**src/sv/p2c_pkg.sv**
```systemverilog
// ----------------------------------------------------------------------------
// p2c_pkg: shared types and constants of the planar-to-chunky blitter
// Register indexes, field widths and the position and geometry records.
// ----------------------------------------------------------------------------
`timescale 1ns / 1ps
`default_nettype none

package p2c_pkg;

  // frame geometry used for the reset values of the rectangle size
  localparam int unsigned SCREEN_WIDTH  = 640;
  localparam int unsigned SCREEN_HEIGHT = 480;

  localparam int unsigned COL_W   = 10;
  localparam int unsigned ROW_W   = 9;
  localparam int unsigned PITCH_W = 12;
  localparam int unsigned ADDR_W  = 20;
  localparam int unsigned PIX_W   = 4;
  localparam int unsigned PLANES  = 4;
  localparam int unsigned CFG_IDX_W  = 3;
  localparam int unsigned CFG_DATA_W = PITCH_W;

  localparam logic [PITCH_W-1:0] PITCH_RESET = PITCH_W'(640);

  // configuration register indexes
  typedef enum logic [CFG_IDX_W-1:0] {
    CFG_ORIGIN_X     = 3'd0,
    CFG_ORIGIN_Y     = 3'd1,
    CFG_BLOCK_WIDTH  = 3'd2,
    CFG_BLOCK_HEIGHT = 3'd3,
    CFG_LINE_PITCH   = 3'd4
  } cfg_idx_e;

  // current position inside the rectangle
  typedef struct packed {
    logic [ROW_W-1:0] row;
    logic [COL_W-1:0] col;
  } pos_t;

  // placement of the rectangle in the frame store
  typedef struct packed {
    logic [COL_W-1:0]   origin_x;
    logic [ROW_W-1:0]   origin_y;
    logic [PITCH_W-1:0] pitch;
  } geom_t;

endpackage

`default_nettype wire

```
**src/sv/p2c_pixel_calc.sv**
```systemverilog
// ----------------------------------------------------------------------------
// p2c_pixel_calc: one pixel of a group and its frame-store address
// Gathers bit (7 - k) of each plane into a 4-bit index and forms
// (origin_y + row) * pitch + origin_x + col, wrapped to the address width.
// ----------------------------------------------------------------------------
`timescale 1ns / 1ps
`default_nettype none

module p2c_pixel_calc (
  input  wire logic [p2c_pkg::PLANES-1:0][7:0]  planes_i,
  input  wire logic [2:0]                       bit_sel_i,
  input  wire p2c_pkg::pos_t                    pos_i,
  input  wire p2c_pkg::geom_t                   geom_i,
  output logic      [p2c_pkg::PIX_W-1:0]        pixel_o,
  output logic      [p2c_pkg::ADDR_W-1:0]       addr_o
);
  import p2c_pkg::*;

  logic [2:0]                 bit_idx;
  logic [ROW_W:0]             row_abs;
  logic [ROW_W+PITCH_W:0]     row_base;
  logic [COL_W:0]             col_abs;
  logic [ROW_W+PITCH_W+1:0]   addr_full;

  // leftmost pixel sits in bit 7
  assign bit_idx = ~bit_sel_i;

  always_comb begin
    for (int p = 0; p < PLANES; p++) begin
      pixel_o[p] = planes_i[p][bit_idx];
    end
  end

  // row times pitch plus column
  assign row_abs   = {1'b0, geom_i.origin_y} + {1'b0, pos_i.row};
  assign row_base  = row_abs * geom_i.pitch;
  assign col_abs   = {1'b0, geom_i.origin_x} + {1'b0, pos_i.col};
  assign addr_full = {1'b0, row_base} + (ROW_W+PITCH_W+2)'(col_abs);
  assign addr_o    = addr_full[ADDR_W-1:0];

endmodule

`default_nettype wire

```
**src/sv/planar_to_chunky_blitter_unit.sv**
```systemverilog
// ----------------------------------------------------------------------------
// planar_to_chunky_blitter_unit: four-bitplane to 4-bit chunky converter
// Walks a rectangle in raster order, one chunky pixel per output beat.
// ----------------------------------------------------------------------------
// Usage:
//   Slave stream: one beat carries the four plane bytes in s_tdata and a
//   restart flag in s_tuser; the flag returns to the rectangle's top-left
//   pixel before the beat is unpacked.
//   Master stream: one beat per pixel, colour index and frame-store address
//   in m_tdata, m_tlast on the last pixel of an input beat, m_tuser on the
//   final pixel of the rectangle.
//   Config port: cfg_we_i writes cfg_data_i into register cfg_idx_i; only
//   write while the block is idle. Unknown indexes are ignored.
// Timing:
//   An accepted input beat is held in the group register and each pixel
//   leaves through the output register; up to eight pixels per input, one
//   per cycle while m_tready allows, paced by the single output register.
//   A beat giving no pixels (rectangle finished) never waits on the output.
//   The next input beat is taken in the cycle the group emits its last pixel.
// Reset and stall:
//   Reset clears the position, the finished flag, both stream stages and
//   loads the default rectangle (640 x 480, pitch 640). When m_tready is low
//   the output beat holds and unpacking pauses; s_tready drops until the
//   group can finish.
// ----------------------------------------------------------------------------
`timescale 1ns / 1ps
`default_nettype none

module planar_to_chunky_blitter_unit (
  input  wire logic                            clk_i,
  input  wire logic                            rst_ni,
  // config write port
  input  wire logic                            cfg_we_i,
  input  wire logic [p2c_pkg::CFG_IDX_W-1:0]   cfg_idx_i,
  input  wire logic [p2c_pkg::CFG_DATA_W-1:0]  cfg_data_i,
  // input stream
  input  wire logic                            s_tvalid,
  output logic                                 s_tready,
  input  wire logic [31:0]                     s_tdata,  // plane0..plane3 bytes
  input  wire logic                            s_tuser,  // block_start
  // output stream
  output logic                                 m_tvalid,
  input  wire logic                            m_tready,
  output logic [23:0]                          m_tdata,  // pixel_value, dest_address
  output logic                                 m_tlast,  // last_in_group
  output logic                                 m_tuser   // block_done
);
  import p2c_pkg::*;

  // configuration registers
  logic [COL_W-1:0]   origin_x_q;
  logic [ROW_W-1:0]   origin_y_q;
  logic [COL_W-1:0]   width_q;
  logic [ROW_W-1:0]   height_q;
  logic [PITCH_W-1:0] pitch_q;

  // rectangle walk state
  pos_t pos_q, pos_d;
  logic finished_q, finished_d;

  // group register
  logic                        grp_valid_q;
  logic [PLANES-1:0][7:0]      grp_planes_q;
  logic [2:0]                  k_q;

  // output register
  logic               out_valid_q;
  logic [PIX_W-1:0]   out_pix_q;
  logic [ADDR_W-1:0]  out_addr_q;
  logic               out_last_q;
  logic               out_done_q;

  // step signals
  logic               in_acc;
  logic               out_free;
  logic               empty_rect;
  logic               emit;
  logic               step_en;
  logic               emit_step;
  logic               grp_end;
  logic               rect_end;
  logic [COL_W-1:0]   col_nxt;
  logic [ROW_W-1:0]   row_nxt;
  logic               row_wrap;
  logic [PIX_W-1:0]   pix;
  logic [ADDR_W-1:0]  addr;
  geom_t              geom;

  assign geom = '{origin_x: origin_x_q, origin_y: origin_y_q, pitch: pitch_q};

  p2c_pixel_calc u_calc (
    .planes_i  (grp_planes_q),
    .bit_sel_i (k_q),
    .pos_i     (pos_q),
    .geom_i    (geom),
    .pixel_o   (pix),
    .addr_o    (addr)
  );

  // decide what the group does this cycle
  assign empty_rect = (width_q == '0) || (height_q == '0) || (pos_q.row >= height_q);
  assign emit       = grp_valid_q && !finished_q && !empty_rect;
  assign out_free   = !out_valid_q || m_tready;
  assign step_en    = grp_valid_q && (!emit || out_free);
  assign emit_step  = step_en && emit;

  assign col_nxt  = pos_q.col + COL_W'(1);
  assign row_wrap = (col_nxt >= width_q) || (col_nxt == '0);
  assign row_nxt  = pos_q.row + ROW_W'(1);
  assign rect_end = row_wrap && ((row_nxt >= height_q) || (row_nxt == '0));

  assign grp_end  = step_en && (!emit || (k_q == 3'd7) || rect_end);
  assign s_tready = !grp_valid_q || grp_end;
  assign in_acc   = s_tvalid && s_tready;

  // next position; a restart beat overrides the last step of the old group
  always_comb begin
    pos_d      = pos_q;
    finished_d = finished_q;
    if (step_en && !finished_q && empty_rect) begin
      finished_d = 1'b1;
    end else if (emit_step) begin
      if (row_wrap) begin
        pos_d.col = '0;
        pos_d.row = row_nxt;
        if (rect_end) finished_d = 1'b1;
      end else begin
        pos_d.col = col_nxt;
      end
    end
    if (in_acc && s_tuser) begin
      pos_d      = '0;
      finished_d = 1'b0;
    end
  end

  // config registers and walk state
  always_ff @(posedge clk_i or negedge rst_ni) begin
    if (!rst_ni) begin
      origin_x_q <= '0;
      origin_y_q <= '0;
      width_q    <= COL_W'(SCREEN_WIDTH);
      height_q   <= ROW_W'(SCREEN_HEIGHT);
      pitch_q    <= PITCH_RESET;
      pos_q      <= '0;
      finished_q <= 1'b0;
    end else begin
      if (cfg_we_i) begin
        unique case (cfg_idx_i)
          CFG_ORIGIN_X:     origin_x_q <= cfg_data_i[COL_W-1:0];
          CFG_ORIGIN_Y:     origin_y_q <= cfg_data_i[ROW_W-1:0];
          CFG_BLOCK_WIDTH:  width_q    <= cfg_data_i[COL_W-1:0];
          CFG_BLOCK_HEIGHT: height_q   <= cfg_data_i[ROW_W-1:0];
          CFG_LINE_PITCH:   pitch_q    <= cfg_data_i[PITCH_W-1:0];
          default: ;
        endcase
      end
      pos_q      <= pos_d;
      finished_q <= finished_d;
    end
  end

  // group register and bit counter
  always_ff @(posedge clk_i or negedge rst_ni) begin
    if (!rst_ni) begin
      grp_valid_q <= 1'b0;
      k_q         <= '0;
    end else begin
      if (in_acc) begin
        grp_valid_q <= 1'b1;
        k_q         <= '0;
      end else if (grp_end) begin
        grp_valid_q <= 1'b0;
      end else if (emit_step) begin
        k_q <= k_q + 3'd1;
      end
    end
  end

  always_ff @(posedge clk_i) begin
    if (in_acc) grp_planes_q <= s_tdata;
  end

  // output register
  always_ff @(posedge clk_i or negedge rst_ni) begin
    if (!rst_ni) begin
      out_valid_q <= 1'b0;
    end else if (emit_step) begin
      out_valid_q <= 1'b1;
    end else if (m_tready) begin
      out_valid_q <= 1'b0;
    end
  end

  always_ff @(posedge clk_i) begin
    if (emit_step) begin
      out_pix_q  <= pix;
      out_addr_q <= addr;
      out_last_q <= (k_q == 3'd7) || rect_end;
      out_done_q <= rect_end;
    end
  end

  assign m_tvalid = out_valid_q;
  assign m_tdata  = {out_addr_q, out_pix_q};
  assign m_tlast  = out_last_q;
  assign m_tuser  = out_done_q;

  // checks
  a_no_pixel_when_finished : assert property (@(posedge clk_i) disable iff (!rst_ni)
    finished_q |-> !emit)
    else $error("pixel emitted after rectangle finished");

  a_done_is_last : assert property (@(posedge clk_i) disable iff (!rst_ni)
    m_tvalid |-> (!m_tuser || m_tlast))
    else $error("block_done without last_in_group");

  a_group_starts_at_bit7 : assert property (@(posedge clk_i) disable iff (!rst_ni)
    in_acc |=> (k_q == 3'd0))
    else $error("bit counter not cleared for new group");

  a_done_sets_finished : assert property (@(posedge clk_i) disable iff (!rst_ni)
    (emit_step && rect_end && !(in_acc && s_tuser)) |=> finished_q)
    else $error("final pixel did not mark rectangle finished");

endmodule

`default_nettype wire

```
**config.mk**
```make
export PLATFORM = sky130hd
export DESIGN_NAME = planar_to_chunky_blitter_unit
export DESIGN_NICKNAME = d
export VERILOG_FILES = /design/src/sv/p2c_pkg.sv /design/src/sv/p2c_pixel_calc.sv /design/src/sv/planar_to_chunky_blitter_unit.sv
export SDC_FILE = /design/constraint.sdc
export NUM_CORES = 1
export LEC_CHECK = 0
export ABC_CLOCK_PERIOD_IN_PS = 16100
export BUFFER_PORTS_ARGS = -buffer_cell sky130_fd_sc_hd__buf_2
export CAP_MARGIN = 15
export CORE_ASPECT_RATIO = 0.9
export CORE_MARGIN = 4
export CORE_UTILIZATION = 30
export CTS_CLUSTER_DIAMETER = 200
export DETAILED_ROUTE_END_ITERATION = 12
export GPL_TIMING_DRIVEN = 0
export PLACE_DENSITY = 0.49
export SKIP_LAST_GASP = 1
export SYNTH_ARGS = -nofsm -noshare
export SYNTH_HDL_FRONTEND = slang
export SYNTH_SLANG_ARGS = --single-unit
```
**constraint.sdc**
```tcl
create_clock -name clk_i -period 16.1 [get_ports clk_i]
set_input_delay 0.805 -clock clk_i [delete_from_list [all_inputs] [get_ports clk_i]]
set_output_delay 0.805 -clock clk_i [all_outputs]
set_load 0.01 [all_outputs]
```
### Word-level counts from Yosys, hierarchy flattened

Index checks and enable logic that the tools add are counted.

| storage, ports and cells | value |
|---|---|
| flip-flop bits (word level) | 133 |
| input bits | 53 |
| output and inout bits | 28 |

| cells by class | value |
|---|---|
| add/sub/neg operators | 6 |
| $mul | 1 |
| order comparisons | 4 |
| equality and inequality tests | 7 |
| mux-type cells | 25 |
| bitwise operators | 1 |
| reductions and logical operators | 47 |

Operator list:

| cell | number |
|---|---|
| $mux 19 | 3 |
| $add 20x11->20 | 1 |
| $logic_not 10->1 | 2 |
| $mul 10x12->20 | 1 |
| $ge 9x9->1 | 2 |
| $logic_not 9->1 | 2 |
| $reduce_and 2->1 | 7 |
| $mux 1 | 13 |
| $bmux 1 s3 | 4 |
| $add 10x10->11 | 1 |
| $add 10x1->10 const B | 1 |
| $add 9x9->10 | 1 |
| $ge 10x10->1 | 1 |
| $logic_and 1x1->1 | 10 |
| $logic_or 1x1->1 | 10 |
| $mux 10 | 1 |
| $reduce_bool 2->1 | 5 |
| $add 9x1->9 const B | 1 |
| $mux 3 | 3 |
| $mux 9 | 1 |
| $reduce_bool 3->1 | 3 |
| $eq 3x2->1 const B | 2 |
| $eq 3x3->1 const B | 2 |
| $reduce_and 3->1 | 2 |
| 8 further kinds | 12 |

### Depth between registers and ports, before layout

| depth | value |
|---|---|
| depth after elaboration | 14 |
| depth in mapped cells | 26 |
| depth with buffers taken out | 25 |

### Modules after synthesis

A second synthesis with hierarchy kept.

| second synthesis, totals | value |
|---|---|
| cells, all modules | 1,012 |
| area, all modules | 11,149.4 µm² |

Modules (own cells, without submodules):

| module | instances | cells each | area each (µm²) | seq. area each (µm²) |
|---|---|---|---|---|
| planar_to_chunky_blitter_unit | 1 | 474 | 6,276.0 | 3,628.5 |
| p2c_pixel_calc | 1 | 538 | 4,873.4 | 0.0 |

### Least setup slack after synthesis

Ideal clock, no wire load.

| timing | value |
|---|---|
| path kind | register to register |
| start point | register pos_q[10] (netlist bit) |
| end point | register out_addr_q[19], data pin |
| library setup time | 0.260 ns |
| arrival | 6.006 ns |
| data required time | 15.840 ns |
| slack | 9.834 ns |
| stages on the path, launching flop included | 24 |
| path through | dfrtp_1 > ha_1 > fa_1 > a21oi_1 > o211ai_1 > nor2_1 > xnor2_1 > clkbuf_1 > nand2_1 > fa_1 > fa_1 > fa_1 > inv_1 > fa_1 > inv_1 > fa_1 > inv_1 > ha_1 > or3_1 > o21a_1 > a41o_1 > o21a_1 > a21oi_1 > xnor2_1 |

| between the ends | value |
|---|---|
| cells in the longest elaborated chain, start to end | 3 |

RTL lines:

| element | RTL line | RTL |
|---|---|---|
| start, declared | planar_to_chunky_blitter_unit.sv:58 | `pos_t pos_q, pos_d;` |
| start signal, assigned | planar_to_chunky_blitter_unit.sv:158 | `pos_q <= pos_d;` |
| $add 9x9->10 | p2c_pixel_calc.sv:35 | `assign row_abs = {1'b0, geom_i.origin_y} + {1'b0, pos_i.row};` |
| $mul 10x12->20 | p2c_pixel_calc.sv:36 | `assign row_base = row_abs * geom_i.pitch;` |
| $add 20x11->20 | p2c_pixel_calc.sv:38 | `assign addr_full = {1'b0, row_base} + (ROW_W+PITCH_W+2)'(col_abs);` |
| named net addr[19] | planar_to_chunky_blitter_unit.sv:86 | `logic [ADDR_W-1:0] addr;` |
| end signal, assigned | planar_to_chunky_blitter_unit.sv:198 | `out_addr_q <= addr;` |
| end, declared | planar_to_chunky_blitter_unit.sv:69 | `logic [ADDR_W-1:0] out_addr_q;` |

The timed path passes the listed nets, and every way through them passes these cells.
A chain may end at the register's enable or synchronous reset.

### Final worst setup path

| timing | value |
|---|---|
| start point | register pos_q[10] (netlist bit) |
| end point | register out_addr_q[17], data pin |

The elaborated chain is that of the path after synthesis.

==> impl_metrics.json <==
{
  "status": "finished clean",
  "grt_overflow": 0,
  "skew_ns": 0.0134,
  "drt.antenna.violating_nets": 0,
  "drt-initial-drc-count": 459,
  "drt_pass1_iterations": 5,
  "antenna_cells": 0,
  "core-area_um2": 35300,
  "wl_per_cell_um": 16.5,
  "grt_antenna_before_repair": 2,
  "clk_root_buffer_cell": "clkbuf_16",
  "cp_max_fo": 10,
  "cp_cell_sequence": "ha_1 -> fa_1 -> a21oi_1 -> o211ai_1 -> nor2_1 -> xnor2_1 -> clkbuf_1 -> and2_1 -> fa_1 -> fa_1 -> fa_1 -> fa_1 -> inv_1 -> fa_1 -> inv_1 -> ha_1 -> a2111oi_0 -> clkbuf_1 -> o211ai_1 -> a31oi_1 -> xnor2_1",
  "yosysSeqAreaShare_pct": 33.5,
  "period_share_pct": 44.8,
  "area_growth_pct": 14.6,
  "fin_tns_setup_ns": 0,
  "hold_path.class": "in -> async",
  "setup_viol": 0,
  "ys_ff_latch": 133,
  "drc": 0,
  "max-slew-margin-rel_pct": 27.7,
  "ios": 81,
  "cpLargestDelayFamily": "adder cells",
  "holdBufCountCts": 0,
  "worst_pin_slew_ns": 1.08,
  "hold_viol_final": 0,
  "synth_warnings": 0,
  "clk_latency_ns": 0.44,
  "cts_setup_buffers": 0,
  "std_cell_rows": 65,
  "drive_gt1_share_pct": 17.3,
  "cp_data_required_time_ns": 16.29,
  "postRouteWirelength_mm": 26.4,
  "cp-end-kind": "flip-flop",
  "yosysTopAreaCellShare_pct": 18.3,
  "syn_area_um2": 10800,
  "vias": 7488,
  "maxSlewViolCount": 0,
  "fmaxAchievable_ghz": 0.139,
  "die_area_um2": 39200,
  "viasPerCell": 4.69,
  "die_y_um": 188,
  "cap_violations": 0,
  "layout_common_cells": "inv_1, fa_1, nand2_1",
  "rsz0062_at_grt": "no",
  "cpMostUsedCell": "fa_1",
  "cp_slowest_cell": "a2111oi_0",
  "syn_inst": 1014,
  "path_depth": 21,
  "cts_buffers": 17,
  "grt_usage_pct": 14.2,
  "grt_pass1_vias": 7954,
  "min_period_ns": 7.22,
  "criticalPathCategory": "reg -> reg",
  "clockBufferDepth": 2,
  "synth.distinct_cells": 68,
  "grt_first_pass_wirelength_mm": 43.9,
  "hpwl_mm": 20.8,
  "clock-sinks": 133,
  "cts_resized": 0,
  "cts-htree-levels": 4,
  "whs_ns": 0.241,
  "gp_congestion": 0.823,
  "die_w_um": 208,
  "worstPathArrival_ns": 7.41,
  "async_reset_ff_share_pct": 56.4,
  "syn-num-nets": 1257,
  "syn_area_per_cell_um2": 10.7,
  "cp_num_buf_inv": 4,
  "ys.flop_type": "dfrtp_1",
  "clkSlewWorstSetupHoldPaths_ns": 0.07,
  "synthTopCellsByArea": "fa_1, edfxtp_1, dfrtp_1, ha_1, inv_1",
  "synth-edff-count": 58,
  "placed_area_um2": 11800,
  "grt_start_max_net_pins": 61,
  "yosys.area.top_type": "fa_1",
  "final_area_um2": 12400,
  "r2r_cells": 21,
  "numPortBuffers": 79,
  "cts_tree": "built",
  "critPathMaxStageDelay_ns": 0.75,
  "layout.cells.most_common": "inv_1",
  "fin_nets": 1357,
  "start_util_pct": 30.7,
  "cp-start-kind": "flip-flop"
}
-- metal layers --
metal | wire length, um | track usage [%] | vias to the layer above
li1 | - | - | 3592
met1 | 13400 | 20.9 | 3738
met2 | 11500 | 21.7 | 136
met3 | 1100 | 3.06 | 20
met4 | 320 | 3.16 | 2
met5 | 8 | 0 | -
-- cell families after synthesis --
| kind of cell | share of synthesized area, % |
|---|---|
| AND/OR/NAND/NOR | 12.7 |
| adder cells (fa/ha/maj) | 28.8 |
| buffers and inverters | 6.72 |
| flip-flops | 33.5 |
| AO/OA/AOI/OAI | 7.89 |
| multiplexers | 6.33 |
| XOR/XNOR | 3.96 |
-- sequential cells by signal, indices dropped and copies added (netlist names) --
| register | count |
|---|---|
| origin_x_q | 10 |
| m_tuser | 1 |
| height_q | 9 |
| m_tvalid | 1 |
| origin_y_q | 9 |
| finished_q | 1 |
| out_addr_q | 20 |
| pitch_q | 12 |
| grp_planes_q | 32 |
| pos_q | 19 |
| grp_valid_q | 1 |
| width_q | 10 |
| m_tlast | 1 |
| out_pix_q | 4 |
| k_q | 3 |
-- synth_stat cells (3+ instances only) --
| library cell | instances |
|---|---|
| nor2b_1 | 13 |
| a32o_1 | 3 |
| nand2_1 | 93 |
| nor3b_1 | 3 |
| and2_1 | 44 |
| fa_1 | 99 |
| mux4_2 | 8 |
| dfrtp_1 | 67 |
| nor4_1 | 3 |
| nor3_1 | 11 |
| dfstp_2 | 8 |
| a211o_1 | 3 |
| inv_1 | 144 |
| o211ai_1 | 9 |
| o21ai_0 | 33 |
| a31oi_1 | 3 |
| buf_1 | 5 |
| xor2_1 | 15 |
| or3_1 | 6 |
| and3_1 | 14 |
| nor2_1 | 39 |
| a21o_1 | 10 |
| xnor2_1 | 34 |
| nand2b_1 | 12 |
| clkbuf_1 | 27 |
| buf_2 | 4 |
| o21a_1 | 4 |
| a21oi_1 | 25 |
| mux2_2 | 44 |
| edfxtp_1 | 58 |
| ha_1 | 91 |
| nand3_1 | 21 |
| nand4_1 | 7 |
| o2111ai_1 | 3 |
| buf_4 | 3 |
| a211oi_1 | 8 |
-- worst reg2reg max path, cell delays in order, from the launching register on --
cell	delay, ns
dfrtp_1	0.50
ha_1	0.29
fa_1	0.43
a21oi_1	0.25
o211ai_1	0.13
nor2_1	0.14
xnor2_1	0.25
clkbuf_1	0.46
and2_1	0.23
fa_1	0.42
fa_1	0.51
fa_1	0.52
fa_1	0.55
inv_1	0.05
fa_1	0.53
inv_1	0.04
ha_1	0.24
a2111oi_0	0.75
clkbuf_1	0.20
o211ai_1	0.17
a31oi_1	0.24
xnor2_1	0.08
-- cell type report --
cell class                 count  area (um2)
multi-input combinational    694        6480
inverter                     146         549
sequential                   133        3630
clock buffer                  18         429
timing repair buffer          81         429
fill                        3599       22900
tap                          469         587
clock inverter                14         121
buffer                        41         179
-- final timing paths --
path | to | slack [ns] | from
setup / recovery | out_addr_q[17] | 8.88 | pos_q[10]
hold / removal | k_q[2] | 0.24 | rst_ni
setup reg to reg | out_addr_q[17] | 8.88 | pos_q[10]
hold reg to reg | pitch_q[5] | 0.51 | pitch_q[5]
max in group asynchronous | width_q[7] | 15.22 | rst_ni
min in group clk_i | pitch_q[5] | 0.51 | pitch_q[5]
-- metrics by stage --
| step | utilization, % | instances | setup WS (ns) |
|---|---|---|---|
| floorplan | - | 1014 | 9.83 |
| global placement | 33.5 | 1562 | 8.61 |
| detailed placement | 33.6 | 1563 | 8.63 |
| CTS | 35.1 | 1595 | 8.58 |
| global route | 35.1 | 1596 | 8.46 |
| finish | 35.1 | 1596 | 8.88 |
Power is left out: the tool's default activity adds up to more than one toggle a clock period on the data nets, which glitch-free logic cannot reach.
